<file path="config.mk">
export PLATFORM = sky130hd
export DESIGN_NAME = hsv2rgb_mix
export DESIGN_NICKNAME = d
export VERILOG_FILES = /design/src/hw/rtl/hsv2rgb_pkg.sv /design/src/hw/rtl/hsv2rgb_mix.sv
export SDC_FILE = /design/constraint.sdc
export NUM_CORES = 2
export LEC_CHECK = 0
export ABC_CLOCK_PERIOD_IN_PS = 8800
export BUFFER_PORTS_ARGS = -buffer_cell sky130_fd_sc_hd__clkbuf_2
export CAP_MARGIN = 20
export CORE_MARGIN = 1
export CORE_UTILIZATION = 50
export DETAILED_ROUTE_END_ITERATION = 10
export PLACE_DENSITY = 0.75
export REMOVE_ABC_BUFFERS = 1
export SLEW_MARGIN = 20
export SYNTH_ARGS = -nofsm -noshare
export SYNTH_HDL_FRONTEND = slang
export SYNTH_SLANG_ARGS = --single-unit
</file>
<file path="constraint.sdc">
create_clock -name clk -period 8.8 [get_ports clk]
set_input_delay 2.64 -clock clk [delete_from_list [all_inputs] [get_ports clk]]
set_output_delay 2.64 -clock clk [all_outputs]
set_load 0.02 [all_outputs]
</file>
<file path="src/hw/rtl/hsv2rgb_pkg.sv">
`timescale 1ns / 1ps
// ----------------------------------------------------------------------------
// hsv2rgb_pkg
// Types and constants shared by the HSV to RGB color conversion pipeline.
// ----------------------------------------------------------------------------
package hsv2rgb_pkg;

    typedef struct packed {
        logic [11:0] hue_tenths;
        logic [9:0]  sat_tenths;
        logic [9:0]  val_tenths;
    } hsv_req_t;

    typedef struct packed {
        logic [7:0] red;
        logic [7:0] green;
        logic [7:0] blue;
    } rgb_rsp_t;

    typedef enum logic [2:0] {
        SEC_RED     = 3'd0,
        SEC_YELLOW  = 3'd1,
        SEC_GREEN   = 3'd2,
        SEC_CYAN    = 3'd3,
        SEC_BLUE    = 3'd4,
        SEC_MAGENTA = 3'd5
    } sector_t;

    typedef struct packed {
        logic a;
        logic b;
        logic c;
        logic d;
        logic e;
        logic f;
    } pipe_en_t;

    typedef logic signed [31:0] chan_num_t;

    localparam logic [11:0]        HUE_TURN    = 12'd3600;
    localparam logic [11:0]        SECTOR_SPAN = 12'd600;
    localparam logic signed [20:0] UNIT_NUM    = 21'sd600000;
    localparam chan_num_t          FULL_NUM    = 32'sd600000000;
    localparam logic [5:0]         LEVEL_MUL   = 6'd17;
    localparam logic [15:0]        RECIP_K     = 16'd54976;
    localparam logic [16:0]        RECIP_DIV   = 17'd78125;

endpackage

</file>
<file path="src/hw/rtl/hsv2rgb_mix.sv">
`timescale 1ns / 1ps
// ----------------------------------------------------------------------------
// hsv2rgb_mix
// Saturation products, six-way channel select and value scaling (two stages).
// Each channel leaves as a numerator over 600000000.
// ----------------------------------------------------------------------------
module hsv2rgb_mix
    import hsv2rgb_pkg::*;
(
    input  logic       clk,
    input  logic       adv_b,
    input  logic       adv_c,
    input  sector_t    sector,
    input  logic [9:0] frac,
    input  logic [9:0] sat,
    input  logic [9:0] val,
    output chan_num_t  num_red,
    output chan_num_t  num_green,
    output chan_num_t  num_blue
);

    logic [19:0] prod_p_next;
    logic [19:0] prod_q_next;
    logic [19:0] prod_t_next;

    logic [19:0] prod_p_reg;
    logic [19:0] prod_q_reg;
    logic [19:0] prod_t_reg;
    sector_t     sector_reg;
    logic [9:0]  val_reg;

    logic [19:0]        sub_red;
    logic [19:0]        sub_green;
    logic [19:0]        sub_blue;
    logic signed [20:0] x_red;
    logic signed [20:0] x_green;
    logic signed [20:0] x_blue;
    logic signed [10:0] val_s;
    chan_num_t          num_red_next;
    chan_num_t          num_green_next;
    chan_num_t          num_blue_next;

    chan_num_t num_red_reg;
    chan_num_t num_green_reg;
    chan_num_t num_blue_reg;

    always_comb
    begin
        prod_p_next = 20'(sat) * 20'(SECTOR_SPAN);
        prod_q_next = 20'(sat) * 20'(frac);
        prod_t_next = 20'(sat) * 20'(10'(SECTOR_SPAN) - frac);
    end

    always_ff @(posedge clk)
    begin
        if (adv_b)
        begin
            prod_p_reg <= prod_p_next;
            prod_q_reg <= prod_q_next;
            prod_t_reg <= prod_t_next;
            sector_reg <= sector;
            val_reg    <= val;
        end
    end

    always_comb
    begin
        unique case (sector_reg)
            SEC_RED:
            begin
                sub_red   = 20'd0;
                sub_green = prod_t_reg;
                sub_blue  = prod_p_reg;
            end
            SEC_YELLOW:
            begin
                sub_red   = prod_q_reg;
                sub_green = 20'd0;
                sub_blue  = prod_p_reg;
            end
            SEC_GREEN:
            begin
                sub_red   = prod_p_reg;
                sub_green = 20'd0;
                sub_blue  = prod_t_reg;
            end
            SEC_CYAN:
            begin
                sub_red   = prod_p_reg;
                sub_green = prod_q_reg;
                sub_blue  = 20'd0;
            end
            SEC_BLUE:
            begin
                sub_red   = prod_t_reg;
                sub_green = prod_p_reg;
                sub_blue  = 20'd0;
            end
            default:
            begin
                // magenta sector
                sub_red   = 20'd0;
                sub_green = prod_p_reg;
                sub_blue  = prod_q_reg;
            end
        endcase
        x_red          = UNIT_NUM - signed'({1'b0, sub_red});
        x_green        = UNIT_NUM - signed'({1'b0, sub_green});
        x_blue         = UNIT_NUM - signed'({1'b0, sub_blue});
        val_s          = signed'({1'b0, val_reg});
        num_red_next   = chan_num_t'(val_s) * chan_num_t'(x_red);
        num_green_next = chan_num_t'(val_s) * chan_num_t'(x_green);
        num_blue_next  = chan_num_t'(val_s) * chan_num_t'(x_blue);
    end

    always_ff @(posedge clk)
    begin
        if (adv_c)
        begin
            num_red_reg   <= num_red_next;
            num_green_reg <= num_green_next;
            num_blue_reg  <= num_blue_next;
        end
    end

    assign num_red   = num_red_reg;
    assign num_green = num_green_reg;
    assign num_blue  = num_blue_reg;

endmodule

</file>
# --- Yosys cells after proc, flatten, opt, wreduce, memory -nomap -nowiden ---
# Cells that the tools add are included.
op_classes:
  n_addsub: 4
  multipliers: 6
  div_mod_pow: 0
  order_cmp: 0
  n_eq_ne: 4
  shifts: 0
  muxes: 3
  n_bitwise: 0
  n_reduce_logical: 5
op_table:
  columns: ["cell", "n"]
  rows:
  - ["20-bit one-hot mux with 3 select lines", 3]
  - ["11-bit by 21-bit multiplier with 32-bit output", 3]
  - ["20-bit by 20-bit subtractor with 21-bit output (first input constant)", 3]
  - ["10-bit by 10-bit multiplier with 20-bit output", 1]
  - ["11-bit by 11-bit multiplier with 20-bit output", 1]
  - ["10-bit by 7-bit multiplier with 17-bit output (second input constant)", 1]
  - ["10-bit by 10-bit subtractor with 11-bit output (first input constant)", 1]
  - ["2-bit OR reduction", 4]
  - ["3-bit by 2-bit equality test with 1-bit output (second input constant)", 2]
  - ["3-bit by 1-bit equality test with 1-bit output (second input constant)", 1]
  - ["3-bit equality test (second input constant)", 1]
  - ["3-bit logical NOT", 1]
totals:
  ff_bits: 166
  latch_bits: 0
  ramBits: 0
  rom_bits: 0
  in_bits: 36
  elab_cells: 30
  memories: 0

# --- Longest topological paths before layout ---
logic_depth:
  depth_word: 5
  ltp_mapped: 35

# --- Worst setup path before layout ---
# No wires, ideal clock.
synth_timing:
  path_type: "input-to-reg"
  from: "in frac[1]"
  to: "reg prod_t_reg[19], data pin"
  arrival_ps: 8168
  required_ps: 8593
  setup_slack_ps: 425
  cell_stages: 24
  n_path_buf: 1
  cell_sequence: "clkbuf_1 -> inv_1 -> ha_1 -> nand2b_1 -> a31oi_1 -> nor2b_1 -> nor2_1 -> xnor2_1 -> nand2_1 -> fa_1 -> fa_1 -> inv_1 -> fa_1 -> inv_1 -> fa_1 -> inv_1 -> fa_1 -> ha_1 -> or2_2 -> a21oi_1 -> a21oi_1 -> a41oi_1 -> mux2i_1 -> a2111oi_0"
synth_via:
  elab_chain_cells: 2
synth_rtl:
  columns: ["element", "line", "text"]
  rows:
  - ["start, declared", "hsv2rgb_mix.sv:14", "input logic [9:0] frac,"]
  - ["10-bit by 10-bit subtractor with 11-bit output", "hsv2rgb_mix.sv:51", "prod_t_next = 20'(sat) * 20'(10'(SECTOR_SPAN) - frac);"]
  - ["11-bit by 11-bit multiplier with 20-bit output", "hsv2rgb_mix.sv:51", null]
  - ["named net prod_t_next[19]", "hsv2rgb_mix.sv:24", "logic [19:0] prod_t_next;"]
  - ["end signal, assigned", "hsv2rgb_mix.sv:60", "prod_t_reg <= prod_t_next;"]
  - ["end, declared", "hsv2rgb_mix.sv:28", "logic [19:0] prod_t_reg;"]
# The timed path passes the listed nets, and every way through them passes these cells.
# A chain may end at the register's enable or synchronous reset.

# --- Worst setup path in the final report ---
layout_timing:
  from: "reg sector_reg[0]"
  to: "reg num_green_reg[28], in the netlist num_green[28], data pin"
layout_via:
  elab_chain_cells: 5
layout_rtl:
  columns: ["element", "line", "text"]
  rows:
  - ["start, declared", "hsv2rgb_mix.sv:29", "sector_t sector_reg;"]
  - ["start signal, assigned", "hsv2rgb_mix.sv:61", "sector_reg <= sector;"]
  - ["3-bit by 2-bit equality test with 1-bit output or 3-bit by 1-bit equality test with 1-bit output (tied branches)", "hsv2rgb_mix.sv:68", "unique case (sector_reg)"]
  - ["2-bit OR reduction (no line)", null, null]
  - ["20-bit one-hot mux with 3 select lines *", "hsv2rgb_mix.sv:68", null]
  - ["20-bit by 20-bit subtractor with 21-bit output *", "hsv2rgb_mix.sv:108", "x_green = UNIT_NUM - signed'({1'b0, sub_green});"]
  - ["11-bit by 21-bit multiplier with 32-bit output *", "hsv2rgb_mix.sv:112", "num_green_next = chan_num_t'(val_s) * chan_num_t'(x_green);"]
  - ["named net num_green_next[28]", "hsv2rgb_mix.sv:40", "chan_num_t num_green_next;"]
  - ["end signal, assigned", "hsv2rgb_mix.sv:121", "num_green_reg <= num_green_next;"]
  - ["end, declared", "hsv2rgb_mix.sv:44", "chan_num_t num_green_reg;"]
# The timed path passes the listed nets; every way through them passes the cells marked *.

==> results.md <==
Logic synthesis:
- The share of flip-flops with an asynchronous set or reset after synthesis is 0%.
- The mean post-synth cell area is 9.29 um^2.
- The register area share after synthesis is 12.8%.
- The share of Yosys cell area claimed by the top area cell type is between 30% and 40%.
- Ranked by instance count, the synthesized netlist is headed by sky130_fd_sc_hd__inv_1, sky130_fd_sc_hd__fa_1, sky130_fd_sc_hd__nand2_1.
- The synthesized design contains about 170 enable-type register cells.
- The register bit count reported by yosys is 165.
- The cell taking the most area after synthesis is sky130_fd_sc_hd__fa_1.
- Yosys mapped the design onto 86 distinct sky130hd cell types.
- The post-synthesis cell area is around 39000 um^2.
- The count of synthesis-stage warnings from yosys is 0.
- sky130_fd_sc_hd__inv_1 is the most common cell in the netlist.
- The number of cells produced by synthesis is a little over 4000.
- The primary flip-flop cell chosen by synthesis mapping is sky130_fd_sc_hd__edfxtp_1.
- After synthesis, the cell types taking the most area are sky130_fd_sc_hd__fa_1, sky130_fd_sc_hd__edfxtp_1, sky130_fd_sc_hd__ha_1.

Worst hold path:
- Along the worst hold path, the cell count comes to 3.
- The class of the tightest hold or removal check is reg2reg.

Critical path:
- The cell that appears most often on the critical path is sky130_fd_sc_hd__fa_1.
- The worst setup path is of the reg2reg kind.
- At the worst endpoint, the required time is 9.05 ns.
- STA classifies the critical path endpoint as a register.
- The arrival time of the worst setup path is 8.69 ns.
- The largest fanout of any net on the critical path is 27.
- The cell depth of the worst flop-to-flop path is 28.
- The largest single stage delay on the critical path is 0.55 ns.
- The cell type of the slowest stage on the worst timing path is sky130_fd_sc_hd__fa_1.
- STA classifies the critical path startpoint as a register.

Timing:
- The tightest hold path in the finished design has a slack of 0.999 ns.
- The worst clock skew is 0.0217 ns.
- Setup repair after global routing left no endpoint under its margin.
- The worst slew margin relative to its limit is 20.3%.
- The accumulated negative setup slack is 0 ns.
- The worst-margin pin slew is approximately 1.2 ns.
- Setup violations remaining at the end of the flow were counted as 0.
- Dividing the final minimum period by the clock period gives 95.9%.
- Setup slack closes at 0.360 ns.
- The final-report max-slew violation count is 0.
- Derived from the worst setup path, the maximum achievable clock frequency is 0.118 GHz.
- The worst path in the final design needs a cycle of 8.44 ns, including I/O delays and setup.
- The number of failing hold endpoints at the final stage is 0.

Global routing:
- The overall global routing resource usage is 23.7%.
- The number of antenna violations at the first check in global routing came to 1.
- The wire length of the first global-routing pass is around 150 mm.
- Global routing finished with a remaining overflow of 0.
- The via count of the first global-routing pass is 30100.
- The pin count of the biggest net entering global routing is 70.

Clocking:
- The TritonCTS buffer count is 17.
- TritonCTS built the clock tree.
- The count of hold buffers inserted by post-cts repair is 0.
- The clock transition time at the flip-flop clock pins of the worst setup and hold paths is 0.08 ns.
- The number of sinks handled by clock tree synthesis is 165.
- The clock latency on the worst-skew pair is 0.50 ns.
- The clock passes through at most 2 buffers.
- The H-tree depth is 4.
- The cell at the root of the clock tree is sky130_fd_sc_hd__clkbuf_16.

Final layout:
- Of the cells placed in the final design, the portion with a size suffix greater than 1 is 7.47%.
- The summed area of non-filler cells in the final layout is a little over 40000 um^2.
- Relative to the synthesized area, the layout overhead comes to 7.24%.
- The number of fillers in the final layout is between 6000 and 7000.
- The total number of nets in the final design is 5381.
- The final antenna diode count is 0.

Floorplanning:
- The core area is 76100 um^2.
- The I/O pin count is 132.
- The number of core rows is 101.
- The starting density of the core is 50.7%.
- Measured along the y axis, the die boundary spans 280 um.
- The full die area is 78300 um^2.
- The floorplan step set the die width to approximately 280 um.

Route:
- The initial detailed-routing violation count is 1797.
- The final layout contains routed wiring with a total length of between 80 and 90 mm.
- The mean routed wirelength per cell is 16.5 um.
- The count of unresolved DRC violations after routing is 0.
- Across all layers, the routed design uses 28200 vias.
- The number of search-and-repair iterations in the first detailed-routing pass is 5.
- After detailed routing, the number of vias per cell comes to 5.32.
- The detail route stage leaves a number of antenna-violating nets equal to 0.

Place:
- The instance area after placement is 40800 um^2.
- Detailed placement finished with a half-perimeter wire length of 70.6 mm.
- The count of buffers inserted at the top-level ports is 131.
- The congestion estimate from routability-driven global placement came to 0.928.
- The worst slack at placement is approximately 0.37 ns.

Run status:
- The run finished with clean final reports.

Flow run:
- The max-cap check violation count is 0.
-- per-layer routing --
metal  GRT usage, %  routed length (um)  vias up
li1               -                   -    13100
met1           31.1               37600    14200
met2           41.2               43100      802
met3           3.15                4940      128
met4           6.47                1940        0
met5              0                   0        -
-- area by class of cell --
type | instances | area [um^2] | share of cell area, %
multi-input cells | 2953 | 29700 | 71.8
flip-flops and latches | 165 | 4950 | 12.0
inverters | 893 | 3350 | 8.10
repair buffers | 238 | 1520 | 3.67
well taps | 1030 | 1290 | 3.12
clock buffers | 17 | 425 | 1.03
clock inverters | 15 | 120 | 0.290
-- layout by cell type (no fill, tap or decap), types with 7 or more instances in the layout --
cell,count
sky130_fd_sc_hd__a211oi_1,10
sky130_fd_sc_hd__a21o_1,53
sky130_fd_sc_hd__a21oi_1,117
sky130_fd_sc_hd__a22oi_1,23
sky130_fd_sc_hd__a31o_2,7
sky130_fd_sc_hd__a31oi_1,15
sky130_fd_sc_hd__and2_1,400
sky130_fd_sc_hd__and3_1,17
sky130_fd_sc_hd__and4_1,7
sky130_fd_sc_hd__buf_4,103
sky130_fd_sc_hd__clkbuf_16,17
sky130_fd_sc_hd__clkbuf_2,129
sky130_fd_sc_hd__edfxtp_1,165
sky130_fd_sc_hd__fa_1,700
sky130_fd_sc_hd__ha_1,377
sky130_fd_sc_hd__inv_1,891
sky130_fd_sc_hd__nand2_1,529
sky130_fd_sc_hd__nand2b_1,29
sky130_fd_sc_hd__nand3_1,32
sky130_fd_sc_hd__nand3b_1,16
sky130_fd_sc_hd__nand4_1,8
sky130_fd_sc_hd__nor2_1,101
sky130_fd_sc_hd__nor2b_1,27
sky130_fd_sc_hd__nor3_1,18
sky130_fd_sc_hd__nor3b_1,9
sky130_fd_sc_hd__o211ai_1,8
sky130_fd_sc_hd__o21a_1,24
sky130_fd_sc_hd__o21ai_0,73
sky130_fd_sc_hd__o21bai_1,16
sky130_fd_sc_hd__o31ai_1,15
sky130_fd_sc_hd__or2_2,13
sky130_fd_sc_hd__or3_1,8
sky130_fd_sc_hd__xnor2_1,127
sky130_fd_sc_hd__xnor2_2,8
sky130_fd_sc_hd__xor2_1,52
-- logic make-up after synthesis --
| kind of cell | Yosys count | synth area share, % |
|---|---|---|
| DFF | 165 | 12.8 |
| and+or+nand+nor | 1243 | 16.2 |
| xor gates and xnor gates | 190 | 4.49 |
| buffers and inverters | 1035 | 10.2 |
| adders and majority gates | 1077 | 48.6 |
| AOI/OAI and AO/OA | 439 | 7.57 |
| muxes | 4 | 0.104 |
-- path summary, 6_finish.rpt --
path                                    start            end  slack [ns]
worst max-delay path            sector_reg[0]  num_green[28]        0.36
worst min-delay path            prod_q_reg[0]    num_blue[0]         1.0
worst max register to register  sector_reg[0]  num_green[28]        0.36
worst min register to register  prod_q_reg[0]    num_blue[0]         1.0
-- critical path, delay by kind of cell (launching register included) --
kind	cells	cell delay (ns)
simple gates	7	1.35
buf+inv	5	0.62
flops	1	0.47
xor+xnor	2	0.57
compound gates	8	2.32
fa+ha+maj	6	2.84
-- repair_timing --
item                                    in CTS  in global routing
endpoints found under the setup margin       0                  6
resized for setup                            0                  5
setup buffers                                0                  2
-- per-stage QoR --
step / utilization, % / cells
finish: 54.4 / 5311
global route: 54.4 / 5311
CTS: 54.3 / 5309
detailed placement: 53.6 / 5277
global placement: 53.6 / 5276
floorplan: - / 4011
Power is left out: the tool's default activity adds up to more than one toggle a clock period on the data nets, which glitch-free logic cannot reach.
