### config.mk
export PLATFORM = sky130hd
export DESIGN_NAME = hsv2rgb_sector
export DESIGN_NICKNAME = d
export VERILOG_FILES = /design/src/hw/rtl/hsv2rgb_pkg.sv /design/src/hw/rtl/hsv2rgb_sector.sv
export SDC_FILE = /design/constraint.sdc
export NUM_CORES = 1
export LEC_CHECK = 0
export ABC_AREA = 1
export BUFFER_PORTS_ARGS = -buffer_cell sky130_fd_sc_hd__buf_2
export CAP_MARGIN = 20
export CORE_MARGIN = 4
export CORE_UTILIZATION = 48
export CTS_CLUSTER_DIAMETER = 150
export DETAILED_ROUTE_END_ITERATION = 12
export PLACE_DENSITY = 0.79
export SYNTH_ARGS = -nofsm -noshare
export SYNTH_HDL_FRONTEND = slang
export SYNTH_SLANG_ARGS = --single-unit
### constraint.sdc
create_clock -name clk -period 2.6 [get_ports clk]
set_input_delay 0.13 -clock clk [delete_from_list [all_inputs] [get_ports clk]]
set_output_delay 0.13 -clock clk [all_outputs]
set_load 0.01 [all_outputs]
### src/hw/rtl/hsv2rgb_pkg.sv
`timescale 1ns / 1ps
// ----------------------------------------------------------------------------
// hsv2rgb_pkg
// Types and constants shared by the HSV to RGB color conversion pipeline.
// ----------------------------------------------------------------------------
package hsv2rgb_pkg;

    typedef struct packed {
        logic [11:0] hue_tenths;
        logic [9:0]  sat_tenths;
        logic [9:0]  val_tenths;
    } hsv_req_t;

    typedef struct packed {
        logic [7:0] red;
        logic [7:0] green;
        logic [7:0] blue;
    } rgb_rsp_t;

    typedef enum logic [2:0] {
        SEC_RED     = 3'd0,
        SEC_YELLOW  = 3'd1,
        SEC_GREEN   = 3'd2,
        SEC_CYAN    = 3'd3,
        SEC_BLUE    = 3'd4,
        SEC_MAGENTA = 3'd5
    } sector_t;

    typedef struct packed {
        logic a;
        logic b;
        logic c;
        logic d;
        logic e;
        logic f;
    } pipe_en_t;

    typedef logic signed [31:0] chan_num_t;

    localparam logic [11:0]        HUE_TURN    = 12'd3600;
    localparam logic [11:0]        SECTOR_SPAN = 12'd600;
    localparam logic signed [20:0] UNIT_NUM    = 21'sd600000;
    localparam chan_num_t          FULL_NUM    = 32'sd600000000;
    localparam logic [5:0]         LEVEL_MUL   = 6'd17;
    localparam logic [15:0]        RECIP_K     = 16'd54976;
    localparam logic [16:0]        RECIP_DIV   = 17'd78125;

endpackage

### src/hw/rtl/hsv2rgb_sector.sv
`timescale 1ns / 1ps
// ----------------------------------------------------------------------------
// hsv2rgb_sector
// Hue wrap, sector decode and in-sector fraction (first pipeline stage).
// ----------------------------------------------------------------------------
module hsv2rgb_sector
    import hsv2rgb_pkg::*;
(
    input  logic     clk,
    input  logic     adv,
    input  hsv_req_t req,
    output sector_t  sector,
    output logic [9:0] frac,
    output logic [9:0] sat,
    output logic [9:0] val
);

    logic [11:0] hue_wrap;
    logic [11:0] base;
    sector_t     sector_next;
    logic [9:0]  frac_next;

    sector_t    sector_reg;
    logic [9:0] frac_reg;
    logic [9:0] sat_reg;
    logic [9:0] val_reg;

    always_comb
    begin
        hue_wrap = (req.hue_tenths >= HUE_TURN) ? 12'd0 : req.hue_tenths;
        if (hue_wrap >= 12'(5 * SECTOR_SPAN))
        begin
            sector_next = SEC_MAGENTA;
            base        = 12'(5 * SECTOR_SPAN);
        end
        else if (hue_wrap >= 12'(4 * SECTOR_SPAN))
        begin
            sector_next = SEC_BLUE;
            base        = 12'(4 * SECTOR_SPAN);
        end
        else if (hue_wrap >= 12'(3 * SECTOR_SPAN))
        begin
            sector_next = SEC_CYAN;
            base        = 12'(3 * SECTOR_SPAN);
        end
        else if (hue_wrap >= 12'(2 * SECTOR_SPAN))
        begin
            sector_next = SEC_GREEN;
            base        = 12'(2 * SECTOR_SPAN);
        end
        else if (hue_wrap >= SECTOR_SPAN)
        begin
            sector_next = SEC_YELLOW;
            base        = SECTOR_SPAN;
        end
        else
        begin
            sector_next = SEC_RED;
            base        = 12'd0;
        end
        frac_next = 10'(hue_wrap - base);
    end

    always_ff @(posedge clk)
    begin
        if (adv)
        begin
            sector_reg <= sector_next;
            frac_reg   <= frac_next;
            sat_reg    <= req.sat_tenths;
            val_reg    <= req.val_tenths;
        end
    end

    assign sector = sector_reg;
    assign frac   = frac_reg;
    assign sat    = sat_reg;
    assign val    = val_reg;

endmodule

Word-level counts from Yosys, hierarchy flattened
Cells that the tools add are included.

Divide/modulo/power cells: 0. Multipliers: 0. Add/sub/neg operators: 1. Equality and inequality tests: 0. Muxes and demuxes: 10. Magnitude comparators: 6. Shift-type cells: 0. Bitwise logic cells: 0. Reductions and logical operators: 1.

Operators with widths (number): $mux 10 (5); $ge 12x12->1 const B (3); $ge 12x11->1 const B (2); $ge 12x10->1 const B (1); $mux 12 (1); $sub 10x10->10 (1); $mux 2 (2); $mux 1 (2); $reduce_or 2->1 (1).

Logic and storage cells: 23. Bits of input ports: 34. Memory bits (read-only): 0. Bits in registers: 33. Output and inout bits: 33. Memory bits (writable): 0. Bits in latches: 0. Memories kept: 0.

Depth between registers and ports, before layout
Gate-level depths: netlist (run 1).

Word-level depth: 9. Depth in mapped cells: 23. Gate-level depth less buffers: 22.

Worst setup path after synthesis (run 1)
No wires, ideal clock.

Kind: input to register. Start point: input req[30] (netlist name). End point: register frac_reg[8] (netlist: frac[8]) (data pin). Stages: 18. Arrival: 2.138 ns. Path slack: 0.209 ns. Required time: 2.348 ns. Path buffers: 1. Setup time: 0.252 ns. Path through: buf_2 -> nand3_2 -> inv_2 -> nand2_4 -> nand3_1 -> o31ai_1 -> nor2_4 -> a21boi_0 -> ha_1 -> nand3_1 -> and2_0 -> inv_1 -> nand3_2 -> nand2_1 -> nand2_1 -> nand2_1 -> nand2_1 -> nand2_1.

Word-level cells in the longest chain between the ends: 9. Elaborated cells on any way between the ends: 13. Those cells by class: add/sub (1); order compare (6); mux (6).

Ends and longest elaborated chain: start: declaration (RTL line hsv2rgb_sector.sv:11) `input hsv_req_t req,`; $ge 12x12->1 (RTL line hsv2rgb_sector.sv:30) `hue_wrap = (req.hue_tenths >= HUE_TURN) ? 12'd0 : req.hue_tenths;`; $mux 12 * (RTL line hsv2rgb_sector.sv:30); $ge 12x10->1 (RTL line hsv2rgb_sector.sv:51) `else if (hue_wrap >= SECTOR_SPAN)`; $mux 10 (RTL line hsv2rgb_sector.sv:51); $mux 10 (RTL line hsv2rgb_sector.sv:46) `else if (hue_wrap >= 12'(2 * SECTOR_SPAN))`; $mux 10 (RTL line hsv2rgb_sector.sv:41) `else if (hue_wrap >= 12'(3 * SECTOR_SPAN))`; $mux 10 (RTL line hsv2rgb_sector.sv:36) `else if (hue_wrap >= 12'(4 * SECTOR_SPAN))`; $mux 10 (RTL line hsv2rgb_sector.sv:31) `if (hue_wrap >= 12'(5 * SECTOR_SPAN))`; $sub 10x10->10 * (RTL line hsv2rgb_sector.sv:61) `frac_next = 10'(hue_wrap - base);`; via frac_next[8] (RTL line hsv2rgb_sector.sv:21) `logic [9:0] frac_next;`; end signal: assignment (RTL line hsv2rgb_sector.sv:69) `frac_reg <= frac_next;`; end: declaration (RTL line hsv2rgb_sector.sv:24) `logic [9:0] frac_reg;`.

The timed path passes the listed nets; every way through them passes the cells marked *. A chain may end at the register's enable or synchronous reset.

Final worst setup path (run 1)
Start point: input req[31] (netlist name). End point: register frac_reg[8] (netlist: frac[8]) (data pin).

Same word-level chain as after synthesis.

==> out/metrics.yaml, run 1 <==
layout_min_cycle_time_ns: 2.25
crit_arrival_ns: 2.34
postCtsSetupRepairBufs: 0
max-cap-violations: 0
grtUsageTotal_pct: 18.5
vias_per_cell: 4.79
finalInstanceArea_um2: 2380
hold_path.class: "in -> reg"
crit_path_max_fanout: 8
setup_tns_ns: 0
synth_top_area_cell: "edfxtp_1"
end_kind: "flop"
core_um2: 3390
grt_pass1_wl_mm: 6.21
num_vias: 1437
first_iter_violations: 58
busiest_layer: "met2"
nets: 294
instances_no_fill: 300
p_leak_nw: 1.15
antenna_found_initial: 0
row_count: 21
synth_xor_area_share_pct: 1.54
die_area_um2: 4570
hold_violations: 0
drt_first_pass_iters: 4
setup_viol: 0
outcome: "finished, final reports clean"
use_met3_pct: 4.83
synth_compound_area_share_pct: 5.72
dieHeight_um: 67.6
hp-start: "req[21]"
ys_ff_latch: 33
muxShareOfSynthArea_pct: 0
placed_area_um2: 2130
final_common_cell: "buf_2"
required_ns: 2.69
synth_cells: 156
mostFrequentLayoutCells: "buf_2 (66), edfxtp_1 (33), nand2_1 (27), inv_1 (26), dlygate4sd3_1 (20)"
clock_sink_count: 33
antenna_cells: 0
gr-usage-met1_pct: 19.3
hold_depth: 3
syn-num-nets: 196
tritoncts: "built"
criticalPathCategory: "in -> reg"
syn2layout_area_growth_pct: 39.5
whs_ns: 0.102
whs_endpoint: "frac[1]"
drive_gt1_share_pct: 39.4
post-synth-top-area-fraction_pct: 58.1
fillCellCount: 231
gp_congestion: 0.855
synthAdderAreaFrac_pct: 4.84
yosys.area_share.simple_pct: 23.1
drc_errors: 0
post-route-period-util_pct: 86.7
htreeDepth: 2
wire_per_inst_um: 12.8
io_pins: 67
antenna_left: 0
dp_hpwl_mm: 2.67
grt_start_max_net_pins: 34
slew_headroom_pct: 54.1
start_util_pct: 50.3
rsz0062_at_grt: "no"
clock.fmax_mhz: 444
cts-root-buf: "clkbuf_4"
io_buffers: 66
avgSynthCellArea_um2: 10.9
ir_worst_vdd_mv: 0.189
dp.cells: 273
yosys-top-cells-area: "edfxtp_1 (58%), nand2_1 (5.9%), inv_1 (5.7%)"
slew_violations: 0
clk_pin_slew_ns: 0.09
synth_top_family_by_area: "simple AND/OR/NAND/NOR gates"
cts.path.max_buffers: 2
ys_seq_area_share_pct: 58.1
grt-ovfl-total: 0
grt_use_met2_pct: 34.4
setup.worst_path.start_class: "input port"
syn_area_um2: 1710
ys_types: 28
yosysWarnings: 0
tightest_slew_ns: 0.689
wl_mm: 3.83
cts_made_buffers: 5
grt_pass1_vias: 1438
die_x_um: 67.6
p_per_area_nw_per_um2: 525
synthesized netlist by cell type:
cell,instances
edfxtp_1,33
nand2_1,27
inv_1,26
nand3_1,10
nor2_1,10
nand2_2,9
ha_1,5
nand4_1,5
a21oi_1,4
nand3_2,4
nor2_4,3
clkinv_1,2
nand2_4,2
xor2_1,2
a211oi_4,1
a21boi_0,1
a31oi_4,1
and2_0,1
buf_2,1
fa_1,1
inv_2,1
nor3_1,1
nor3_2,1
o211ai_1,1
o21ai_0,1
o21ai_2,1
o31ai_1,1
xnor2_1,1
power by group:
part	leakage (nW)	total (W)	switching (W)	internal, W
clock	0.0258	0.000246	0.000148	0.0000979
combinational	0.798	0.000333	0.000186	0.000147
sequential	0.323	0.000670	0.0000131	0.000657
per-stage QoR:
| stage | worst slack [ns] | util (%) | power (W) |
|---|---|---|---|
| after floorplan | 0.209 | - | 0.000858 |
| after global placement | -0.0273 | 62.9 | 0.000978 |
| after CTS | 0.253 | 70.2 | 0.00125 |
| after global routing | 0.0657 | 70.2 | 0.00133 |
| final | 0.345 | 70.2 | 0.00125 |
| after detailed placement | -0.107 | 62.9 | 0.000988 |
layout make-up:
| type | instances | area [µm²] | share of cell area, % |
|---|---|---|---|
| Timing Repair Buffer | 92 | 576 | 24.2 |
| Tap cell | 46 | 57.6 | 2.42 |
| Clock inverter | 1 | 3.75 | 0.158 |
| Multi-Input combinational cell | 93 | 601 | 25.2 |
| Inverter | 29 | 109 | 4.58 |
| Clock buffer | 6 | 41.3 | 1.74 |
| Sequential cell | 33 | 991 | 41.7 |
worst max-delay path: stages:
cell and delay (ns):
buf_2 0.15, nand3_2 0.15, inv_2 0.10, nand2_4 0.08, nand3_1 0.10, o31ai_1 0.11
nor2_4 0.22, a21boi_1 0.32, ha_1 0.29, nand3_1 0.09, and2_0 0.17, inv_1 0.07
nand3_2 0.07, nand2_1 0.05, nand2_1 0.07, nand2_1 0.05, nand2_1 0.05, nand2_1 0.04
cell families (layout without fill, tap and decap cells):
logic type / count (synthesis) / count (layout)
compound gates: 11 / 11
xor+xnor: 3 / 3
fa+ha+maj: 6 / 6
buf+inv: 30 / 128
flops: 33 / 33
simple gates: 73 / 73
layer usage:
metal  part of all wire [%]  vias to the layer above
met2                     49                       62
li1                       -                      716
met1                     39                      649
met5                      0                        -
met4                    2.3                        0
met3                    9.1                       10
repair_timing:
| item | CTS | global route |
|---|---|---|
| endpoints found under the setup margin | 0 | 1 |
| resized for setup | 0 | 1 |
| hold endpoints to repair | 20 | 0 |
| hold buffers | 20 | 0 |
how the worst max path moves through the flow:
stage               startpoint       to  slack [ns]
floorplan              req[30]  frac[8]        0.21
global placement       req[31]  frac[8]       -0.03
detailed placement     req[31]  frac[8]       -0.11
CTS                    req[31]  frac[8]        0.25
global route           req[31]  frac[8]        0.07
finish                 req[31]  frac[8]        0.35
(Power assumes the default switching activity.)
==> inputs of run 2 (changes only) <==
- CORE_UTILIZATION: 48 -> 32
- CTS_BUF_LIST: unset -> sky130_fd_sc_hd__clkbuf_8
- PLACE_DENSITY: 0.79 -> 0.57
==> run 2 against run 1 <==
  * Sequential cell count unchanged
  * Final cell count grew 3.0%
  * Global-route usage is 8.1 points lower
  * Maximum frequency up 1.4%
  * Die area up 44%
  * Hold slack got worse by 0.071 ns
  * Via count decreased by 7.5%
  * Cell area down 4.3%
  * Clock power grew 33%
  * First-iteration DRC count is 1.7% higher
  * Combinational power is 6.6% lower
==> out/metrics.yaml, run 2 (same netlist as run 1, synthesis figures left out) <==
outcome: "finished, final reports clean"
antenna_found_initial: 0  # unchanged
num_vias: 1329  # -7.5%
dp.cells: 302  # +11%
hp-start: "req[9]"
seqCellArea_um2: 991  # unchanged
cts.path.max_buffers: 2  # unchanged
final_common_cell: "buf_2"
htreeDepth: 2  # unchanged
vias_per_cell: 4.30  # -10%
setup_viol: 0  # unchanged
slew_violations: 0  # unchanged
wl_mm: 3.26  # -15%
gp_congestion: 0.831  # -2.7%
cts-root-buf: "clkbuf_8"
core_um2: 5140  # +52%
max_stage_delay_ns: 0.30  # -0.02 ns
required_ns: 2.63  # -0.06 ns
end_kind: "flop"
die_x_um: 81  # +20%
die_area_um2: 6560  # +44%
whs_endpoint: "val[9]"
grt_pass1_vias: 1187  # -17%
crit_slowest_cell: "ha_1"
hold_path.class: "in -> reg"
grtUsageTotal_pct: 10.5  # -8.1 points
instances_no_fill: 309  # +3.0%
wire_per_inst_um: 10.5  # -18%
cts_made_buffers: 5  # unchanged
start_util_pct: 33.2  # -17 points
p_leak_nw: 1.10  # -3.7%
fillCellCount: 503  # +120%
dp_hpwl_mm: 2.68  # +0.48%
criticalPathCategory: "in -> reg"
row_count: 26  # +24%
antenna_cells: 0  # unchanged
tightest_slew_ns: 0.701  # +0.0123 ns
tritoncts: "built"
syn2layout_area_growth_pct: 33.5
crit_arrival_ns: 2.25  # -0.09 ns
cp_cell_sequence: "buf_2, nand3_2, inv_2, nand2_4, o21ai_2, nand3_1, a31oi_4, o21ai_0, nand2_1, inv_1, ha_1, a21oi_1, and2_0, inv_1, nand3_2, nand2_1, nand2_1, nand2_1, nand2_1, nand2_1"
drt_first_pass_iters: 4  # unchanged
crit_path_max_fanout: 8  # unchanged
nets: 279  # -5.1%
pre_cts_ws_ns: -0.0467  # +0.0604 ns
drive_gt1_share_pct: 43.9  # +4.6 points
io_buffers: 66  # unchanged
mostFrequentLayoutCells: "buf_2 (66), edfxtp_1 (33), inv_1 (27), nand2_1 (27), buf_4 (11)"
p_per_area_nw_per_um2: 574  # +9.4%
whs_ns: 0.0312  # -0.0706 ns
setup.worst_path.start_class: "input port"
layout_min_cycle_time_ns: 2.22  # -0.0303 ns
hold_depth: 1  # -2
slew_headroom_pct: 53.3  # -0.82 points
grt-ovfl-total: 0  # unchanged
hold_violations: 0  # unchanged
clk_pin_slew_ns: 0.06  # -0.03 ns
cts_hold_buf: 0  # -100%
antenna_left: 0  # unchanged
io_pins: 67  # unchanged
clock_sink_count: 33  # unchanged
grt_pass1_wl_mm: 5.29  # -15%
critPathMostFrequentCell: "nand2_1"
multi_input_area_um2: 601  # unchanged
dieHeight_um: 81  # +20%
rsz0062_at_grt: "no"
setup_ws_ns: 0.376  # +0.0303 ns
clock.fmax_mhz: 450  # +1.4%
ir_worst_vdd_mv: 0.235  # +25%
first_iter_violations: 59  # +1.7%
post-route-period-util_pct: 85.6  # -1.2 points
max-cap-violations: 0  # unchanged
drc_errors: 0  # unchanged
grt_start_max_net_pins: 34  # unchanged
-- run 2: cell types whose count changed in the layout (fill, tap and decap cells not counted), sizes merged --
| cell | delta |
|---|---|
| buf | +5 |
| dlygate4sd3 | -20 |
| clkbuf | -1 |
| inv | +1 |
-- run 2: per-layer routing --
metal / vias up / track usage (%) / routed length, µm
li1: 684 / - / -
met5: - / 0 / 0
met3: 5 / 3.99 / 400
met1: 577 / 12.6 / 1380
met4: 0 / 4.05 / 49
met2: 63 / 16.8 / 1420
-- run 2: area by class of cell --
class / count / share of cell area [%]
well taps: 70 / 3.85
multi-input cells: 93 / 26.4
flip-flops and latches: 33 / 43.5
clock buffers: 5 / 3.02
repair buffers: 77 / 18.1
clock inverters: 2 / 0.330
inverters: 29 / 4.78
-- run 2: how the worst max path moves through the flow --
stage | start | to | slack (ns)
3_5_place_dp | req[29] | frac[8] | -0.05
2_1_floorplan | req[30] | frac[8] | 0.21
5_1_grt | req[29] | frac[8] | 0.09
6_report | req[29] | frac[8] | 0.38
4_1_cts | req[29] | frac[8] | 0.24
3_3_place_gp | req[29] | frac[8] | -0.05
-- run 2: where the power goes --
part	internal, W	leakage (nW)	switching, W
logic	0.000135	0.738	0.000177
registers	0.000658	0.323	0.0000106
clock network	0.000176	0.0428	0.000152
-- run 2: repair_timing --
action / 4_1_cts / 5_1_grt
setup endpoints to repair: 0 / 1
endpoints found under the hold margin: 0 / 0
buffers inserted: 0 / 0
gates resized for setup: 0 / 1
-- run 2: through the flow --
| step | utilization [%] | setup TNS (ns) | instance area, µm² | total power, W |
|---|---|---|---|---|
| final | 44.3 | 0 | 2280 | 0.00131 |
| after detailed placement | 42.8 | -0.0467 | 2200 | 0.000997 |
| after global routing | 44.3 | 0 | 2280 | 0.00140 |
| after CTS | 44.3 | 0 | 2280 | 0.00133 |
| after floorplan | - | 0 | 1710 | 0.000858 |
| after global placement | 42.8 | -0.0475 | 2200 | 0.000994 |
-- run 2: critical path, delay by kind of cell --
kind	cells	cell delay, ns
AOI/OAI and AO/OA	4	0.55
adders and majority gates	1	0.30
buffers and inverters	4	0.34
and+or+nand+nor	11	0.91
