--- src/hw/rtl/hsv2rgb_pkg.sv ---
`timescale 1ns / 1ps
// ----------------------------------------------------------------------------
// hsv2rgb_pkg
// Types and constants shared by the HSV to RGB color conversion pipeline.
// ----------------------------------------------------------------------------
package hsv2rgb_pkg;

    typedef struct packed {
        logic [11:0] hue_tenths;
        logic [9:0]  sat_tenths;
        logic [9:0]  val_tenths;
    } hsv_req_t;

    typedef struct packed {
        logic [7:0] red;
        logic [7:0] green;
        logic [7:0] blue;
    } rgb_rsp_t;

    typedef enum logic [2:0] {
        SEC_RED     = 3'd0,
        SEC_YELLOW  = 3'd1,
        SEC_GREEN   = 3'd2,
        SEC_CYAN    = 3'd3,
        SEC_BLUE    = 3'd4,
        SEC_MAGENTA = 3'd5
    } sector_t;

    typedef struct packed {
        logic a;
        logic b;
        logic c;
        logic d;
        logic e;
        logic f;
    } pipe_en_t;

    typedef logic signed [31:0] chan_num_t;

    localparam logic [11:0]        HUE_TURN    = 12'd3600;
    localparam logic [11:0]        SECTOR_SPAN = 12'd600;
    localparam logic signed [20:0] UNIT_NUM    = 21'sd600000;
    localparam chan_num_t          FULL_NUM    = 32'sd600000000;
    localparam logic [5:0]         LEVEL_MUL   = 6'd17;
    localparam logic [15:0]        RECIP_K     = 16'd54976;
    localparam logic [16:0]        RECIP_DIV   = 17'd78125;

endpackage

--- src/hw/rtl/hsv2rgb_scale.sv ---
`timescale 1ns / 1ps
// ----------------------------------------------------------------------------
// hsv2rgb_scale
// Channel level: floor(255 * num / 600000000), held to 0..255, in three stages
// by reciprocal multiply with a one-step correction.
// ----------------------------------------------------------------------------
module hsv2rgb_scale
    import hsv2rgb_pkg::*;
(
    input  logic       clk,
    input  logic       adv_d,
    input  logic       adv_e,
    input  logic       adv_f,
    input  chan_num_t  num,
    output logic [7:0] level
);

    logic [33:0] scaled;
    logic        low_next;
    logic        high_next;
    logic [24:0] quo_next;

    logic        low_d_reg;
    logic        high_d_reg;
    logic [24:0] quo_d_reg;

    logic [40:0] recip_prod;
    logic [8:0]  est_next;

    logic        low_e_reg;
    logic        high_e_reg;
    logic [24:0] quo_e_reg;
    logic [8:0]  est_e_reg;

    logic [25:0] back_prod;
    logic [8:0]  fixed_est;
    logic [7:0]  level_next;
    logic [7:0]  level_reg;

    always_comb
    begin
        low_next  = num[31] || (num == '0);
        high_next = (num >= FULL_NUM);
        scaled    = 34'(num[29:0]) * 34'(LEVEL_MUL);
        quo_next  = scaled[33:9];
    end

    always_ff @(posedge clk)
    begin
        if (adv_d)
        begin
            low_d_reg  <= low_next;
            high_d_reg <= high_next;
            quo_d_reg  <= quo_next;
        end
    end

    always_comb
    begin
        recip_prod = 41'(quo_d_reg) * 41'(RECIP_K);
        est_next   = recip_prod[40:32];
    end

    always_ff @(posedge clk)
    begin
        if (adv_e)
        begin
            low_e_reg  <= low_d_reg;
            high_e_reg <= high_d_reg;
            quo_e_reg  <= quo_d_reg;
            est_e_reg  <= est_next;
        end
    end

    always_comb
    begin
        back_prod = 26'(est_e_reg) * 26'(RECIP_DIV);
        fixed_est = (back_prod > 26'(quo_e_reg)) ? (est_e_reg - 9'd1) : est_e_reg;
        if (high_e_reg)
        begin
            level_next = 8'hFF;
        end
        else if (low_e_reg)
        begin
            level_next = 8'h00;
        end
        else
        begin
            level_next = fixed_est[7:0];
        end
    end

    always_ff @(posedge clk)
    begin
        if (adv_f)
        begin
            level_reg <= level_next;
        end
    end

    assign level = level_reg;

endmodule

--- config.mk ---
export PLATFORM = sky130hd
export DESIGN_NAME = hsv2rgb_scale
export DESIGN_NICKNAME = d
export VERILOG_FILES = /design/src/hw/rtl/hsv2rgb_pkg.sv /design/src/hw/rtl/hsv2rgb_scale.sv
export SDC_FILE = /design/constraint.sdc
export NUM_CORES = 1
export LEC_CHECK = 0
export ABC_AREA = 0
export BUFFER_PORTS_ARGS = -buffer_cell sky130_fd_sc_hd__buf_2
export CORE_MARGIN = 4
export CORE_UTILIZATION = 65
export DETAILED_ROUTE_END_ITERATION = 10
export GPL_TIMING_DRIVEN = 0
export PLACE_DENSITY_LB_ADDON = 0.25
export SLEW_MARGIN = 20
export SYNTH_ARGS = -nofsm -noshare
export SYNTH_HDL_FRONTEND = slang
export SYNTH_SLANG_ARGS = --single-unit
--- constraint.sdc ---
create_clock -name clk -period 18.7 [get_ports clk]
set_input_delay 3.74 -clock clk [delete_from_list [all_inputs] [get_ports clk]]
set_output_delay 3.74 -clock clk [all_outputs]
set_load 0.03 [all_outputs]
Yosys cells after proc, flatten, opt, wreduce, memory -nomap -nowiden
Index checks and enable logic that the tools add are counted.
{"block": "classes", "add_sub_neg": 1, "mul": 3, "magnitude_cmp": 2, "n_mux": 2, "reduce_logical": 2}
{"op": "$mul 25x10->35 const B", "n": 1}
{"op": "$mul 34x5->34 const B", "n": 1}
{"op": "$ge 32x31->1 const B", "n": 1}
{"op": "$logic_not 32->1", "n": 1}
{"op": "$gt 26x25->1", "n": 1}
{"op": "$mul 9x17->26 const B", "n": 1}
{"op": "$mux 8", "n": 2}
{"op": "$sub 8x1->8 const B", "n": 1}
{"op": "$logic_or 1x1->1", "n": 1}
{"block": "totals", "reg_bits": 71, "input_bits": 36, "out_inout_bits": 8, "word_cells": 18}

Depth between registers and ports, before layout
Gate-level depths: netlist of the first run.
{"block": "logic_depth", "depth_word": 4, "mapped_depth": 26, "mapped_depth_nobuf": 26}

Least setup slack after synthesis of the first run
Ideal clock, no wire load.
{"block": "synth_path", "kind": "input -> register", "startpoint": "input port num[2]", "endpoint": "register quo_d_reg[24], data pin", "setup_time_ns": 0.266, "t_arrival_ns": 6.067, "required_ns": 18.434, "slack_ns": 12.367, "cell_stages": 10, "n_path_buf": 0, "cell_sequence": "ha_1 -> ha_1 -> nand4_1 -> a221oi_2 -> a31oi_1 -> or4_4 -> a31oi_4 -> nor2_2 -> o31ai_2 -> xor2_1"}
{"block": "synth_via", "elab_chain_len": 1}
{"item": "start, declared", "line": "hsv2rgb_scale.sv:14", "source": "input chan_num_t num,"}
{"item": "$mul 34x5->34", "line": "hsv2rgb_scale.sv:44", "source": "scaled = 34'(num[29:0]) * 34'(LEVEL_MUL);"}
{"item": "via scaled[33]", "line": "hsv2rgb_scale.sv:18", "source": "logic [33:0] scaled;"}
{"item": "end signal, assigned", "line": "hsv2rgb_scale.sv:54", "source": "quo_d_reg <= quo_next;"}
{"item": "end, declared", "line": "hsv2rgb_scale.sv:25", "source": "logic [24:0] quo_d_reg;"}
The timed path passes the listed nets, and every way through them passes these cells.
A chain may end at the register's enable or synchronous reset.

Worst setup path after layout of the first run
{"block": "layout_path", "startpoint": "register est_e_reg[7]", "endpoint": "register level_reg[4] (netlist: level[4]), data pin"}
{"block": "layout_via", "elab_chain_len": 4}
{"item": "start, declared", "line": "hsv2rgb_scale.sv:33", "source": "logic [8:0] est_e_reg;"}
{"item": "start signal, assigned", "line": "hsv2rgb_scale.sv:71", "source": "est_e_reg <= est_next;"}
{"item": "$mul 9x17->26", "line": "hsv2rgb_scale.sv:77", "source": "back_prod = 26'(est_e_reg) * 26'(RECIP_DIV);"}
{"item": "$gt 26x25->1", "line": "hsv2rgb_scale.sv:78", "source": "fixed_est = (back_prod > 26'(quo_e_reg)) ? (est_e_reg - 9'd1) : est_e_reg;"}
{"item": "$mux 8", "line": "hsv2rgb_scale.sv:78"}
{"item": "$mux 8", "line": "hsv2rgb_scale.sv:83", "source": "else if (low_e_reg)"}
{"item": "end signal, assigned", "line": "hsv2rgb_scale.sv:97", "source": "level_reg <= level_next;"}
{"item": "end, declared", "line": "hsv2rgb_scale.sv:38", "source": "logic [7:0] level_reg;"}
No other way between the ends.

==> metrics.cfg, run 1 <==
[yosys]
yosys.area_share.simple = 0.0577
synth_fp_nets = 1553
ys_async_sr_fraction = 0
syn_inst = 1113
synth_top_family_by_area = adder cells
ys_seq_area_frac = 0.184
synth_fa_ha_area_frac = 0.519
synth_compound_area_frac = 0.111
synth_area_um2 = 11600
ys.flop_type = edfxtp_1
syn_area_per_cell_um2 = 10.4
muxShareOfSynthArea = 0.000862
synth-edff-count = 71
ys_warn_count = 0
ys_ff_latch = 71
synth-xor-area-share = 0.0445
synth_cell_types = 55

[timing]
hold_slack_ns = 0.484
period_share = 0.398
setup-tns-final_ns = 0
finClkSkew_ns = 0.0111
slew_headroom = 0.500
fmax_ghz = 0.134
final_max_slew_viol_count = 0
period_needed_ns = 7.44
rsz0062_at_grt = no
hold_viol_final = 0
setup_viol = 0
tightest_slew_ns = 0.750

[die]
initial_core_util = 0.667
die_w_um = 142
ios = 44
fp.coreArea_um2 = 17400
rows = 48
die-area_um2 = 20100
die_h_um = 142

[drt]
wl_met2_um = 11500
met1_length_um = 9500
drt-pass1-iter-count = 5
drt_iter0_drc = 394
postRouteWirelength_um = 22300
wire_per_inst_um = 16.0
highest_layer = met4
viasPerCell = 5.66
ant_nets = 0
wl_met3_um = 717
vias = 7914
drcViolationCount = 0

[clock_network]
cts-resized-gates = 0
path_clk_slew_ns = 0.06
cts_tree = done
root_buffer = clkbuf_16
cts_setup_buffers = 0
cts_buffer_depth = 2
cts.sinks = 71
cts_buffers = 9
cts_hold_buf = 0
insertion_delay_ns = 0.34
htree_num_levels = 3

[placed_design]
place.gp.congestion = 0.891
port_buffers = 43
dp.final_hpwl_um = 19600
place_area_um2 = 12100

[global_route]
grt_pass1_vias = 8435
groute.usage.overall = 0.240
grt_pass1_wl_um = 38600
grt_max_degree = 37
grt_overflow_total = 0
antenna_found_initial = 0

[worst_setup_path]
cp_max_fo = 10
end_kind = flip-flop
r2r-start = est_e_reg[7]
cp.required_ns = 18.91
r2r_cells = 26
crit_path_start_kind = flip-flop
critPathMaxStageDelay_ns = 0.62
cp_common_cell = inv_1
r2r-end = level[4]
crit_type = flip-flop to flip-flop
arrival_ns = 7.65
r2r_setup_slack_ns = 11.26
slowest_stage = edfxtp_1

[status]
run_status = complete, no violations

[final_layout]
areaGrowthSynthToFinish_pct = 6.50
n_antenna_cell = 0
multiInputGateArea_um2 = 8520
drive_above_1_share = 0.0538
seqCellArea_um2 = 2130
fill_cells = 1255
layout.nets = 1607
fin_area_um2 = 12400

[worst_hold_path]
holdPathStages = 0
hold_path_end = high_e_reg
hp-start = high_d_reg
hp-class = flip-flop to flip-flop

[flow_run]
maxCapViolCount = 0

-- synthesized netlist by cell type, drive strengths merged (8+ instances only) --
master	number	share of area
ha	274	0.30
nor4	8	0.0043
edfxtp	71	0.18
nand3	14	0.0060
a31oi	9	0.0061
nor2	36	0.012
inv	257	0.083
a211oi	8	0.0052
xor2	22	0.017
xnor2	37	0.028
nor3	10	0.0043
o21ai	37	0.016
o21a	16	0.010
nand4	10	0.0054
nand2	22	0.0071
a21oi	43	0.019
a21o	29	0.019
fa	130	0.22
and3	9	0.0048
-- cell families (layout without fill, tap and decap cells) --
family,Yosys count,after routing
adders and majority gates,404,404
buffers and inverters,257,316
AOI/OAI and AO/OA,189,189
and+or+nand+nor,132,132
DFF,71,71
xor gates and xnor gates,59,59
muxes,1,1
-- cell type report --
class	count	share of cell area
clock inverter	5	0.00202
clock buffer	11	0.0188
multi-input combinational	785	0.689
inverter	257	0.0780
timing repair buffer	43	0.0174
sequential	71	0.172
tap	225	0.0228
-- routing by layer --
| layer | up-vias | track usage |
|---|---|---|
| li1 | 3908 | - |
| met1 | 3804 | 0.296 |
| met2 | 162 | 0.438 |
| met3 | 40 | 0.0273 |
| met4 | 0 | 0.0788 |
| met5 | - | 0 |
-- how the worst max path moves through the flow --
stage	startpoint	endpoint	slack (ns)	cells past startpoint
after floorplan	num[2]	quo_d_reg[24]	12.37	10
after global placement	est_e_reg[7]	level[4]	11.46	26
after detailed placement	est_e_reg[7]	level[2]	11.35	26
after CTS	est_e_reg[7]	level[4]	11.32	26
after global routing	est_e_reg[7]	level[2]	10.73	26
final	est_e_reg[7]	level[4]	11.26	26
-- stage by stage --
step | cells | util | setup WS, ns
detailed placement | 1381 | 0.695 | 11.35
global placement | 1381 | 0.695 | 11.46
global route | 1397 | 0.710 | 10.73
CTS | 1397 | 0.710 | 11.32
floorplan | 1113 | - | 12.37
finish | 1397 | 0.710 | 11.26
-- placed cells by master, fill, tap and decap left out, drive strengths merged, types with 3 or more instances in the layout --
cell type,synthesis,layout
a211o,7,7
a211oi,8,8
a21boi,3,3
a21o,29,29
a21oi,43,43
a221oi,6,6
a22oi,3,3
a31oi,9,9
and2,3,3
and3,9,9
buf,0,43
clkbuf,0,11
clkinv,0,4
edfxtp,71,71
fa,130,130
ha,274,274
inv,257,257
nand2,22,22
nand2b,7,7
nand3,14,14
nand4,10,10
nor2,36,36
nor2b,5,5
nor3,10,10
nor4,8,8
o2111ai,3,3
o211ai,4,4
o21a,16,16
o21ai,37,37
o21bai,5,5
xnor2,37,37
xor2,22,22
-- critical path: cells and delay by family, from the launching register on --
family,cells,cell delay (ns)
xor gates and xnor gates,1,0.21
and+or+nand+nor,3,0.38
DFF,1,0.62
buffers and inverters,4,0.27
adders and majority gates,6,2.56
AOI/OAI and AO/OA,12,3.27
Power of run 1 is not shown: default switching activity piles up to over one toggle a cycle in this logic, so the estimate is an artifact.
==> run 2, diff against run 1 <==
CORE_UTILIZATION = 59   (was 65)
clock period = 6.2 ns   (was 18.7 ns; I/O delays follow)
==> run 2 against run 1 <==
- the run now ends with setup timing left
- final area is 6.0% higher
- routed wire length is 4.9% higher
- die area is 9.6% higher
- fmax is 19% higher
- final cell count is 5.8% higher
- critical path depth is 1 higher
- core utilization is 3.4 points lower
- setup slack worse by 11 ns
- global-route usage is 1.8 points lower
- critical endpoint is now level[3]
- largest cell class unchanged
==> metrics.cfg, run 2 (synthesis gave the netlist of run 1 again) <==
[status]
run_status = complete, but fails checks
failed_checks = setup timing

[timing]
slew_headroom = 0.320
rsz0062_at_grt = yes
final_max_slew_viol_count = 0
period_share = 1.01
period_needed_ns = 6.27
hold_viol_final = 0
finClkSkew_ns = 0.00779
fmax_ghz = 0.159
tightest_slew_ns = 1.02
setup-tns-final_ns = -0.235
setup_viol = 7
fin_ws_ns = -0.0707

[worst_hold_path]
hp-class = flip-flop to flip-flop

[drt]
ant_nets = 0
drt-pass1-iter-count = 4
drcViolationCount = 0
drt_iter0_drc = 300
postRouteWirelength_um = 23400
vias = 8062
wire_per_inst_um = 15.8
viasPerCell = 5.45

[worst_setup_path]
end_kind = flip-flop
critPathMaxStageDelay_ns = 0.52
arrival_ns = 6.35
slowest_stage = fa_1
crit_path_start_kind = flip-flop
cp.required_ns = 6.28
cp_max_fo = 6
crit_type = flip-flop to flip-flop
cp_common_cell = ha_4

[placed_design]
post-place-ws_ns = -1.07
place.gp.congestion = 0.871
placed_cells = 1421
port_buffers = 43
dp.final_hpwl_um = 19300

[final_layout]
areaGrowthSynthToFinish_pct = 12.9
drive_above_1_share = 0.127
stdcell_count = 1478
layout_commonest_cell = ha_1
n_antenna_cell = 0
final_cell_mix = ha_1 (258), inv_1 (249), fa_1 (128)
layout.nets = 1648
fill_cells = 1504

[die]
rows = 51
ios = 44
initial_core_util = 0.599
die_w_um = 148
fp.coreArea_um2 = 19400
die_h_um = 148
die-area_um2 = 22000

[clock_network]
cts_buffer_depth = 2
htree_num_levels = 3
cts_hold_buf = 0
cts_buffers = 9
path_clk_slew_ns = 0.06
root_buffer = clkbuf_16
cts.sinks = 71
insertion_delay_ns = 0.34
cts_tree = done

[global_route]
groute.usage.overall = 0.222
grt_pass1_wl_um = 39300
grt_overflow_total = 0
grt_max_degree = 37
antenna_found_initial = 0
grt_pass1_vias = 8531

[flow_run]
maxCapViolCount = 0

[run 2: stage by stage]
stage | hold WS, ns | utilization | area [um2]
after floorplan | 0.400 | - | 11600
after global placement | 0.472 | 0.627 | 12200
after detailed placement | 0.492 | 0.627 | 12200
after CTS | 0.509 | 0.665 | 12900
after global routing | 0.510 | 0.676 | 13100
final | 0.503 | 0.676 | 13100
[run 2: layout make-up]
class	count	area (um2)	area share
sequential	71	2130	0.163
tap	265	332	0.0253
clock inverter	5	48.8	0.00372
clock buffer	11	233	0.0177
timing repair buffer	84	546	0.0416
multi-input combinational	785	8860	0.675
inverter	257	968	0.0738
[run 2: path summary, 6_finish.rpt]
| kind | cells after the start | slack (ns) | start | endpoint |
|---|---|---|---|---|
| worst max-delay path | 27 | -0.07 | est_e_reg[6] | level[3] |
| worst min-delay path | 0 | 0.50 | high_d_reg | high_e_reg |
| worst max register to register | 27 | -0.07 | est_e_reg[6] | level[3] |
| worst min register to register | 0 | 0.50 | high_d_reg | high_e_reg |
[run 2: worst max-delay path, delay by kind of cell (launching register included)]
kind / cells / cell delay, ns
XOR/XNOR: 3 / 0.50
adder cells (fa/ha/maj): 6 / 2.04
flip-flops: 1 / 0.44
AO/OA/AOI/OAI: 12 / 2.07
buffers and inverters: 5 / 0.61
AND/OR/NAND/NOR: 1 / 0.36
[run 2: per-layer routing]
layer / wire length, um / track usage / part of all wire
met5: 0 / 0 / 0
met4: 582 / 0.0818 / 0.025
met3: 696 / 0.0271 / 0.030
met2: 12100 / 0.398 / 0.52
met1: 10000 / 0.277 / 0.43
[run 2: what timing repair did]
action | 4_1_cts | 5_1_grt
gates resized for setup | 37 | 37
cloned | 0 | 0
pin swaps | 27 | 35
setup buffers | 36 | 5
setup endpoints to repair | 8 | 8
Power of run 2 is left out for the same reason.
==> run 3, diff against run 2 <==
TNS_END_PERCENT = 50   (was not set)
==> run 3 against run 2 <==
- the run still ends with setup timing left
- clock skew shrank 0.00054 ns
- worst hold slack is essentially flat
- fmax is essentially flat
- final cell count is the same
- sequential cell count is the same
- final area shrank 0.21%
- first-iteration DRC count grew 6.7%
- register-to-register slack is essentially flat
- count of clock-buffer cells in the layout is the same
- routed wire length shrank 0.47%
- setup slack gained 0.00060 ns
- critical endpoint is now level[1]
==> metrics.cfg, run 3 (synthesis gave the netlist of run 1 again) <==
[worst_setup_path]
crit_family = adder cells
crit_type = flip-flop to flip-flop
arrival_ns = 6.35
r2r-start = est_e_reg[0]
critPathMaxStageDelay_ns = 0.51
r2r-end = level[1]
cp.required_ns = 6.28
end_kind = flip-flop
slowest_stage = edfxtp_1
cp_max_fo = 6
crit_path_start_kind = flip-flop
r2r_cells = 29
r2r_setup_slack_ns = -0.07
cp_common_cell = ha_1
crit_buf_inv = 6

[timing]
hold_viol_final = 0
rsz0062_at_grt = yes
finClkSkew_ns = 0.00724
final_max_slew_viol_count = 0
period_share = 1.01
fin_ws_ns = -0.0701
setup-tns-final_ns = -0.395
hold_slack_ns = 0.503
setup_viol = 8
fmax_ghz = 0.159
tightest_slew_ns = 1.05
slew_headroom = 0.298
period_needed_ns = 6.27

[final_layout]
layout_commonest_cell = ha_1
drive_above_1_share = 0.124
areaGrowthSynthToFinish_pct = 12.7
n_antenna_cell = 0
layout.nets = 1648
fill_cells = 1505
final_cell_mix = ha_1 (259), inv_1 (251), fa_1 (128)
fin_area_um2 = 13100

[drt]
ant_nets = 0
vias = 8055
postRouteWirelength_um = 23300
drcViolationCount = 0
viasPerCell = 5.45
wire_per_inst_um = 15.8
drt-pass1-iter-count = 4
drt_iter0_drc = 320

[worst_hold_path]
hp-class = flip-flop to flip-flop
holdPathStages = 0
hold_path_end = high_e_reg
hp-start = high_d_reg

[clock_network]
cts.sinks = 71
cts_buffers = 9
insertion_delay_ns = 0.34
htree_num_levels = 3
cts_tree = done
path_clk_slew_ns = 0.06
cts_buffer_depth = 2
root_buffer = clkbuf_16

[status]
run_status = complete, but fails checks
failed_checks = setup timing

[placed_design]
port_buffers = 43
place.gp.congestion = 0.871
place_area_um2 = 12200
dp.final_hpwl_um = 19300

[flow_run]
maxCapViolCount = 0

[die]
initial_core_util = 0.599
die_h_um = 148
fp.coreArea_um2 = 19400
die_w_um = 148
ios = 44
rows = 51
die-area_um2 = 22000

[global_route]
grt_pass1_wl_um = 39300
groute.usage.overall = 0.222
grt_overflow_total = 0
grt_max_degree = 37
antenna_found_initial = 0
grt_pass1_vias = 8533

[run 3: layer usage]
metal	GRT usage	part of all wire
met5	0	0
met2	0.398	0.51
met1	0.277	0.44
met3	0.0271	0.026
met4	0.0818	0.026
[run 3: worst max-delay path by stage]
stage	startpoint	to	slack, ns	cells past startpoint
after floorplan	est_e_reg[7]	level[4]	0.02	26
after global placement	est_e_reg[7]	level[4]	-0.99	26
after detailed placement	est_e_reg[7]	level[7]	-1.07	26
after CTS	est_e_reg[6]	level[7]	-0.12	26
after global routing	est_e_reg[0]	level[1]	-0.30	29
final	est_e_reg[0]	level[1]	-0.07	29
[run 3: layout make-up]
type,instances,area [um2],area share
clock buffers,11,233,0.0178
clock inverters,5,48.8,0.00373
inverters,257,965,0.0737
multi-input cells,785,8840,0.675
flip-flops and latches,71,2130,0.163
well taps,265,332,0.0253
repair buffers,84,542,0.0414
[run 3: stage by stage]
step,utilization,setup WS [ns],instances
after detailed placement,0.627,-1.07,1421
after global placement,0.627,-0.993,1421
after global routing,0.675,-0.296,1478
after CTS,0.665,-0.125,1473
final,0.675,-0.0701,1478
after floorplan,-,0.0174,1113
[run 3: timing repair]
item | 4_1_cts | 5_1_grt
setup buffers | 36 | 5
setup endpoints to repair | 8 | 8
hold buffers | 0 | 0
pin swaps | 27 | 35
resized for setup | 37 | 32
Power of run 3 is left out for the same reason.
